<file path="config.mk">
export PLATFORM = sky130hd
export DESIGN_NAME = utf8_to_utf32_decoder_core_flat
export DESIGN_NICKNAME = d
export VERILOG_FILES = /design/src/rtl/u8dec_pkg.sv /design/src/rtl/u8dec_req_if.sv /design/src/rtl/u8dec_rsp_if.sv /design/src/rtl/utf8_to_utf32_decoder_core.sv /design/src/flat_wrapper.sv
export SDC_FILE = /design/constraint.sdc
export NUM_CORES = 1
export LEC_CHECK = 0
export ABC_AREA = 1
export BUFFER_PORTS_ARGS = -buffer_cell sky130_fd_sc_hd__buf_2
export CAP_MARGIN = 40
export CORE_ASPECT_RATIO = 1.4
export CORE_MARGIN = 2
export CORE_UTILIZATION = 49
export DETAILED_ROUTE_END_ITERATION = 8
export PLACE_DENSITY = 0.86
export SLEW_MARGIN = 20
export SYNTH_ARGS = -nofsm -noshare
export SYNTH_HDL_FRONTEND = slang
export SYNTH_SLANG_ARGS = --single-unit
</file>
<file path="constraint.sdc">
create_clock -name clock -period 1.85 [get_ports clock]
set_input_delay 0.37 -clock clock [delete_from_list [all_inputs] [get_ports clock]]
set_output_delay 0.37 -clock clock [all_outputs]
set_load 0.02 [all_outputs]
</file>
<file path="src/rtl/u8dec_pkg.sv">
// ----------------------------------------------------------------------------
// u8dec_pkg
// Shared widths, byte-class constants and the result type of the UTF-8 to
// UTF-32 stream decoder.
// ----------------------------------------------------------------------------
package u8dec_pkg;

   localparam int BYTE_WIDTH    = 8;
   localparam int CP_WIDTH      = 21;
   localparam int PENDING_WIDTH = 2;

   // continuation bytes carry six payload bits
   localparam int CONT_BITS = 6;

   // top two bits of a continuation byte
   localparam logic [1:0] CONT_TAG = 2'b10;

   // sequence lengths, as continuation bytes still expected after the lead
   localparam logic [PENDING_WIDTH-1:0] PEND_NONE  = 2'd0;
   localparam logic [PENDING_WIDTH-1:0] PEND_ONE   = 2'd1;
   localparam logic [PENDING_WIDTH-1:0] PEND_TWO   = 2'd2;
   localparam logic [PENDING_WIDTH-1:0] PEND_THREE = 2'd3;

   typedef struct packed {
      logic [CP_WIDTH-1:0] code_point;
      logic                error;
      logic                end_of_string;
   } result_type;

endpackage

</file>
<file path="src/rtl/u8dec_req_if.sv">
// ----------------------------------------------------------------------------
// u8dec_req_if
// Byte channel into the decoder: one raw byte and a last-byte flag per item.
// ----------------------------------------------------------------------------
interface u8dec_req_if
   import u8dec_pkg::*;
();
   logic                  valid;
   logic                  ready;
   logic [BYTE_WIDTH-1:0] byte_in;
   logic                  last_byte;

   modport source (output valid, output byte_in, output last_byte, input ready);
   modport sink   (input valid, input byte_in, input last_byte, output ready);
endinterface

</file>
<file path="src/rtl/u8dec_rsp_if.sv">
// ----------------------------------------------------------------------------
// u8dec_rsp_if
// Result channel out of the decoder: one code point or error per item.
// ----------------------------------------------------------------------------
interface u8dec_rsp_if
   import u8dec_pkg::*;
();
   logic                valid;
   logic                ready;
   logic [CP_WIDTH-1:0] code_point;
   logic                error;
   logic                end_of_string;

   modport source (output valid, output code_point, output error,
                   output end_of_string, input ready);
   modport sink   (input valid, input code_point, input error,
                   input end_of_string, output ready);
endinterface

</file>
<file path="src/rtl/utf8_to_utf32_decoder_core.sv">
// ----------------------------------------------------------------------------
// utf8_to_utf32_decoder_core
// Streaming UTF-8 decoder: takes one byte per item and emits a 21-bit code
// point when a sequence completes, or one error item that ends the string.
// ----------------------------------------------------------------------------
//
//   channel  direction  handshake      payload
//   req_if   in         valid / ready  byte_in[7:0], last_byte
//   rsp_if   out        valid / ready  code_point[20:0], error, end_of_string
//
// One byte is accepted per cycle unless a result stalls; each byte passes
// an input register, one decode step against the sequence state, and the
// result register, from which its result is offered on rsp_if.
// The input register is freed whenever its byte makes no result or the
// result register is empty or being drained, so throughput is one byte per
// cycle while rsp_if.ready stays high.
// Synchronous active-high reset clears the valid flags and sequence state.
//
module utf8_to_utf32_decoder_core
   import u8dec_pkg::*;
(
   input  logic         clock,
   input  logic         reset,
   u8dec_req_if.sink    req_if,
   u8dec_rsp_if.source  rsp_if
);

   // input register
   logic                     in_valid_ff;
   logic [BYTE_WIDTH-1:0]    in_byte_ff;
   logic                     in_last_ff;

   // sequence state
   logic [PENDING_WIDTH-1:0] pending_ff, pending_in;
   logic [CP_WIDTH-1:0]      partial_ff, partial_in;
   logic                     skipping_ff, skipping_in;

   // result register
   logic                     out_valid_ff, out_valid_in;
   result_type               out_ff;

   // decode step
   logic                     emit;
   result_type               result;
   logic [CP_WIDTH-1:0]      shifted;
   logic                     advance;

   // Decode the byte in the input register against the sequence state
   always_comb begin
      emit        = 1'b0;
      result      = '0;
      pending_in  = pending_ff;
      partial_in  = partial_ff;
      skipping_in = skipping_ff;
      shifted     = {partial_ff[CP_WIDTH-CONT_BITS-1:0], in_byte_ff[CONT_BITS-1:0]};

      if (skipping_ff) begin
         // drop bytes through the string's last byte
         if (in_last_ff) begin
            skipping_in = 1'b0;
         end
      end else if (pending_ff != PEND_NONE) begin
         if (in_byte_ff[7:6] != CONT_TAG) begin
            emit                 = 1'b1;
            result.error         = 1'b1;
         end else begin
            pending_in = pending_ff - PEND_ONE;
            partial_in = shifted;
            if (pending_ff == PEND_ONE) begin
               emit                 = 1'b1;
               result.code_point    = shifted;
               result.end_of_string = in_last_ff;
            end else if (in_last_ff) begin
               // string ends mid-sequence
               emit         = 1'b1;
               result.error = 1'b1;
            end
         end
      end else if (!in_byte_ff[7]) begin
         emit                 = 1'b1;
         result.code_point    = CP_WIDTH'(in_byte_ff[6:0]);
         result.end_of_string = in_last_ff;
      end else if (!in_byte_ff[6]) begin
         // stray continuation
         emit         = 1'b1;
         result.error = 1'b1;
      end else begin
         // open a multi-byte sequence
         if (!in_byte_ff[5]) begin
            pending_in = PEND_ONE;
            partial_in = CP_WIDTH'(in_byte_ff[4:0]);
         end else if (!in_byte_ff[4]) begin
            pending_in = PEND_TWO;
            partial_in = CP_WIDTH'(in_byte_ff[3:0]);
         end else if (!in_byte_ff[3]) begin
            pending_in = PEND_THREE;
            partial_in = CP_WIDTH'(in_byte_ff[2:0]);
         end else begin
            emit         = 1'b1;
            result.error = 1'b1;
         end
         if (in_last_ff) begin
            emit         = 1'b1;
            result.error = 1'b1;
         end
      end

      // an error ends the string and clears the sequence
      if (result.error) begin
         result.code_point    = '0;
         result.end_of_string = 1'b1;
         pending_in           = PEND_NONE;
         partial_in           = '0;
         skipping_in          = !in_last_ff;
      end else if (emit) begin
         pending_in = PEND_NONE;
         partial_in = '0;
      end
   end

   // Advance the input register when its byte makes no result or the result has room
   assign advance      = in_valid_ff && (!emit || !out_valid_ff || rsp_if.ready);
   assign req_if.ready = !in_valid_ff || advance;
   assign out_valid_in = (advance && emit) || (out_valid_ff && !rsp_if.ready);

   // Hold control state
   always_ff @(posedge clock) begin
      if (reset) begin
         in_valid_ff  <= 1'b0;
         out_valid_ff <= 1'b0;
         pending_ff   <= PEND_NONE;
         partial_ff   <= '0;
         skipping_ff  <= 1'b0;
      end else begin
         out_valid_ff <= out_valid_in;
         if (req_if.ready) begin
            in_valid_ff <= req_if.valid;
         end
         if (advance) begin
            pending_ff  <= pending_in;
            partial_ff  <= partial_in;
            skipping_ff <= skipping_in;
         end
      end
   end

   // Load payload registers
   always_ff @(posedge clock) begin
      if (req_if.ready && req_if.valid) begin
         in_byte_ff <= req_if.byte_in;
         in_last_ff <= req_if.last_byte;
      end
      if (advance && emit) begin
         out_ff <= result;
      end
   end

   assign rsp_if.valid         = out_valid_ff;
   assign rsp_if.code_point    = out_ff.code_point;
   assign rsp_if.error         = out_ff.error;
   assign rsp_if.end_of_string = out_ff.end_of_string;

`ifndef SYNTHESIS
   // an error item always ends its string with a zero code point
   assert property (@(posedge clock) disable iff (reset)
      out_valid_ff && out_ff.error |-> out_ff.end_of_string && out_ff.code_point == '0)
      else $error("error item without end_of_string or with nonzero code point");

   // skipping never coexists with an open sequence
   assert property (@(posedge clock) disable iff (reset)
      skipping_ff |-> pending_ff == PEND_NONE && partial_ff == '0)
      else $error("skipping with an open sequence");

   // dropped bytes make no result
   assert property (@(posedge clock) disable iff (reset)
      in_valid_ff && skipping_ff |-> !emit)
      else $error("result made while skipping");

   // a stalled result is not overwritten
   assert property (@(posedge clock) disable iff (reset)
      out_valid_ff && !rsp_if.ready |-> !(advance && emit))
      else $error("result register overwritten during stall");

   // a result follows the advance of a byte that makes one
   assert property (@(posedge clock) disable iff (reset)
      advance && emit |=> out_valid_ff)
      else $error("result lost after advance");
`endif

endmodule
</file>
<file path="src/flat_wrapper.sv">
// flat-port wrapper written by rule: the top's interface ports become plain ports
module utf8_to_utf32_decoder_core_flat import u8dec_pkg::*;
  (clock, reset, req_if_valid, req_if_byte_in, req_if_last_byte, req_if_ready, rsp_if_valid, rsp_if_code_point, rsp_if_error, rsp_if_end_of_string, rsp_if_ready);
  u8dec_req_if req_if_i ();
  u8dec_rsp_if rsp_if_i ();
  input  logic clock;
  input  logic reset;
  input wire logic [$bits(req_if_i.valid)-1:0] req_if_valid;
  input wire logic [$bits(req_if_i.byte_in)-1:0] req_if_byte_in;
  input wire logic [$bits(req_if_i.last_byte)-1:0] req_if_last_byte;
  output wire logic [$bits(req_if_i.ready)-1:0] req_if_ready;
  output wire logic [$bits(rsp_if_i.valid)-1:0] rsp_if_valid;
  output wire logic [$bits(rsp_if_i.code_point)-1:0] rsp_if_code_point;
  output wire logic [$bits(rsp_if_i.error)-1:0] rsp_if_error;
  output wire logic [$bits(rsp_if_i.end_of_string)-1:0] rsp_if_end_of_string;
  input wire logic [$bits(rsp_if_i.ready)-1:0] rsp_if_ready;
  assign req_if_i.valid = req_if_valid;
  assign req_if_i.byte_in = req_if_byte_in;
  assign req_if_i.last_byte = req_if_last_byte;
  assign req_if_ready = req_if_i.ready;
  assign rsp_if_valid = rsp_if_i.valid;
  assign rsp_if_code_point = rsp_if_i.code_point;
  assign rsp_if_error = rsp_if_i.error;
  assign rsp_if_end_of_string = rsp_if_i.end_of_string;
  assign rsp_if_i.ready = rsp_if_ready;
  utf8_to_utf32_decoder_core u_core (.clock(clock), .reset(reset), .req_if(req_if_i), .rsp_if(rsp_if_i));
endmodule
</file>
==> results.sh <==
export IMPL_worst_slack_ns=-0.0410
export IMPL_grt_util_met3_pct=3.26
export IMPL_n_antenna_cell=0
export IMPL_post_drt_wl_per_cell_um=11.4
export IMPL_crit_slowest_cell="edfxtp_1"
export IMPL_dr_first_iter_drc_count=86
export IMPL_rrSetupSlack_ns=-0.04
export IMPL_clkTransAtPathRegs_ns=0.08
export IMPL_synth_top_area_cell="edfxtp_1"
export IMPL_path_class="reg -> reg"
export IMPL_hp_class="in -> reg"
export IMPL_drive_above_1_share_pct=23.5
export IMPL_dieWidth_um=60.9
export IMPL_fin_util_pct=60.9
export IMPL_holdPathStages=1
export IMPL_cpMostUsedCell="nand2_1"
export IMPL_status="finished with violations"
export IMPL_seqCellArea_mm2=0.00136
export IMPL_yosysTopAreaCellShare_pct=43.3
export IMPL_core_area_mm2=0.00446
export IMPL_route_antenna_remaining_nets=0
export IMPL_power_per_cell_area_mw_per_mm2=892
export IMPL_hold_viol_final=0
export IMPL_worstMarginPinSlew_ns=0.499
export IMPL_grtUsageMet1_pct=21.1
export IMPL_grt_overflow_total=0
export IMPL_setup_tns_ns=-0.485
export IMPL_cts_tree="done"
export IMPL_hold_ws_ns=0.245
export IMPL_syn_area_mm2=0.00222
export IMPL_crit_path_start_kind="flip-flop"
export IMPL_ys_types=21
export IMPL_track_usage_pct=17.9
export IMPL_fp_row_count=29
export IMPL_cts_sinks=52
export IMPL_skew_ns=0.00758
export IMPL_start_util_pct=49.8
export IMPL_cts_htree_levels=2
export IMPL_met2_usage_pct=29.4
export IMPL_cts_root_buf="clkbuf_8"
export IMPL_yosys_warnings=0
export IMPL_cp_end_kind="flip-flop"
export IMPL_syn_to_final_growth_pct=22.5
export IMPL_synth_most_common_cell="nor2_1"
export IMPL_violations="negative setup slack"
export IMPL_grt_pass1_vias=1575
export IMPL_clk_latency_ns=0.30
export IMPL_ys_async_sr_fraction_pct=0
export IMPL_cts_buffers=5
export IMPL_synth_main_ff_cell="edfxtp_1"
export IMPL_cp_required_ns=1.87
export IMPL_drc_errors=0
export IMPL_synth_cells=252
export IMPL_grt_pass1_wl_um=6830
export IMPL_place_congestion=0.892
export IMPL_nFillCells=372
export IMPL_synth_area_top_cells="edfxtp_1, dfxtp_1, nor2_1"
export IMPL_yosysSeqAreaShare_pct=61.3
export IMPL_ctsHoldBuffers=0
export IMPL_cp_max_fo=11
export IMPL_rsz0062_at_grt="true"
export IMPL_leakage_nw=1.24
export IMPL_path_cells="inv_2 > nand2_1 > nor2_1 > nor2_2 > buf_4 > nand3_4 > nand2_1 > inv_2 > nand2_1 > clkinvlp_4 > clkbuf_16"
export IMPL_hp_start="req_if_byte_in[0]"
export IMPL_boundaryPins=38
export IMPL_max_cap_violations=0
export IMPL_nets=318
export IMPL_cpPeakStageDelay_ns=0.43
export IMPL_wl_um=4200
export IMPL_r2r_cells=11
export IMPL_power_total_mw=2.43
export IMPL_vias_per_cell=4.73
export IMPL_dp_final_hpwl_um=2830
export IMPL_synth_area_per_cell_um2=8.81
export IMPL_ys_ff_latch=52
export IMPL_first_pass_iters=4
export IMPL_clock_path_buffers=2
export IMPL_die_y_um=83.7
export IMPL_die_area_mm2=0.00509
export IMPL_multi_input_area_um2=684
export IMPL_arrival_ns=1.91
export IMPL_netlist_top_cells_count="nor2_1, nand2_1, inv_1"
export IMPL_max_vdd_ir_drop_uv=508
export IMPL_max_freq_mhz=529
export IMPL_setup_viol=24
export IMPL_post_route_period_util_pct=102
export IMPL_r2r_end="u_core.rsp_if.code_point[2]"
export IMPL_slew_viol_final=0
export IMPL_num_vias=1739
export IMPL_gr_max_usage_layer="met2"
export IMPL_synth_edff_count=32
export IMPL_period_needed_ns=1.89
export IMPL_io_buffers=37
export IMPL_holdPathEnd="u_core.in_byte_ff[0]"
export IMPL_slew_headroom_pct=66.7
export IMPL_r2r_start="u_core.in_byte_ff[6]"
export IMPL_grt_max_degree=28
export IMPL_synth_nets=265
export IMPL_antenna_found_initial=0
## cell families (layout without fill, tap and decap cells)
kind of cell	Yosys count	in the layout	synth area share (%)
AO/OA/AOI/OAI	11	11	2.65
flip-flops	52	52	61.3
buffers and inverters	47	101	8.56
AND/OR/NAND/NOR	142	142	27.5
## flip-flops by register name, summed over array words and instances, names as in the netlist
signal,flops
u_core.in_byte_ff,8
u_core.in_last_ff,1
u_core.in_valid_ff,1
u_core.partial_ff,15
u_core.pending_ff,2
u_core.rsp_if.code_point,21
u_core.rsp_if.end_of_string,1
u_core.rsp_if.error,1
u_core.rsp_if.valid,1
u_core.skipping_ff,1
## through the flow
stage                     std cells  cell area [um2]  setup WS, ns
after CTS                       364             2660        0.0305
final                           368             2720       -0.0410
after global routing            368             2720       -0.0813
after global placement          353             2520         0.234
after detailed placement        353             2520         0.162
after floorplan                 252             2220        0.0530
## worst max-delay path by stage
stage	endpoint	from	depth (start not counted)	slack [ns]
2_1_floorplan	u_core.rsp_if.code_point[0]	u_core.in_byte_ff[7]	8	0.05
3_3_place_gp	u_core.rsp_if.code_point[16]	u_core.in_byte_ff[7]	9	0.23
3_5_place_dp	req_if_ready	u_core.in_byte_ff[7]	7	0.16
4_1_cts	req_if_ready	u_core.in_byte_ff[6]	9	0.03
5_1_grt	u_core.rsp_if.code_point[2]	u_core.in_byte_ff[6]	11	-0.08
6_report	u_core.rsp_if.code_point[2]	u_core.in_byte_ff[6]	11	-0.04
## critical path, delay by kind of cell, from the launching register on
family                 cells  cell delay, ns
and+or+nand+nor            6            0.52
buffers and inverters      5            0.65
DFF                        1            0.43
## routing by layer
| metal | routed length (um) | up-vias |
|---|---|---|
| met3 | 187 | 13 |
| met5 | 0 | - |
| met1 | 1600 | 764 |
| li1 | - | 892 |
| met2 | 2220 | 70 |
| met4 | 180 | 0 |
## cell type report
type,instances,area share (%)
flip-flops and latches,52,50.1
multi-input cells,153,25.2
repair buffers,51,12.0
inverters,42,5.93
well taps,62,2.85
clock buffers,6,2.67
clock inverters,2,1.29
## cells in the final DEF, fill, tap and decap left out, drive strengths merged
cell type  synthesis  layout
nor2              64      64
nand2             59      59
buf                4      50
inv               40      39
edfxtp            32      32
dfxtp             20      20
nand4              7       7
clkbuf             1       7
nand3              7       7
nor3               5       5
a21oi              5       5
o21ai              3       3
clkinv             2       3
a31oi              2       2
clkinvlp           0       1
o22ai              1       1
bufinv             0       1
## what timing repair did
action / CTS / global route
cloned: 0 / 1
setup endpoints to repair: 1 / 33
setup buffers: 3 / 3
pin swaps: 1 / 5
gates resized for setup: 4 / 4
## report_power, final
group / switching [mW] / internal (mW) / total [mW]
Clock: 0.337 / 0.401 / 0.738
Combinational: 0.228 / 0.127 / 0.355
Sequential: 0.0323 / 1.30 / 1.33
Note: power is estimated with default switching activity, not from simulation.
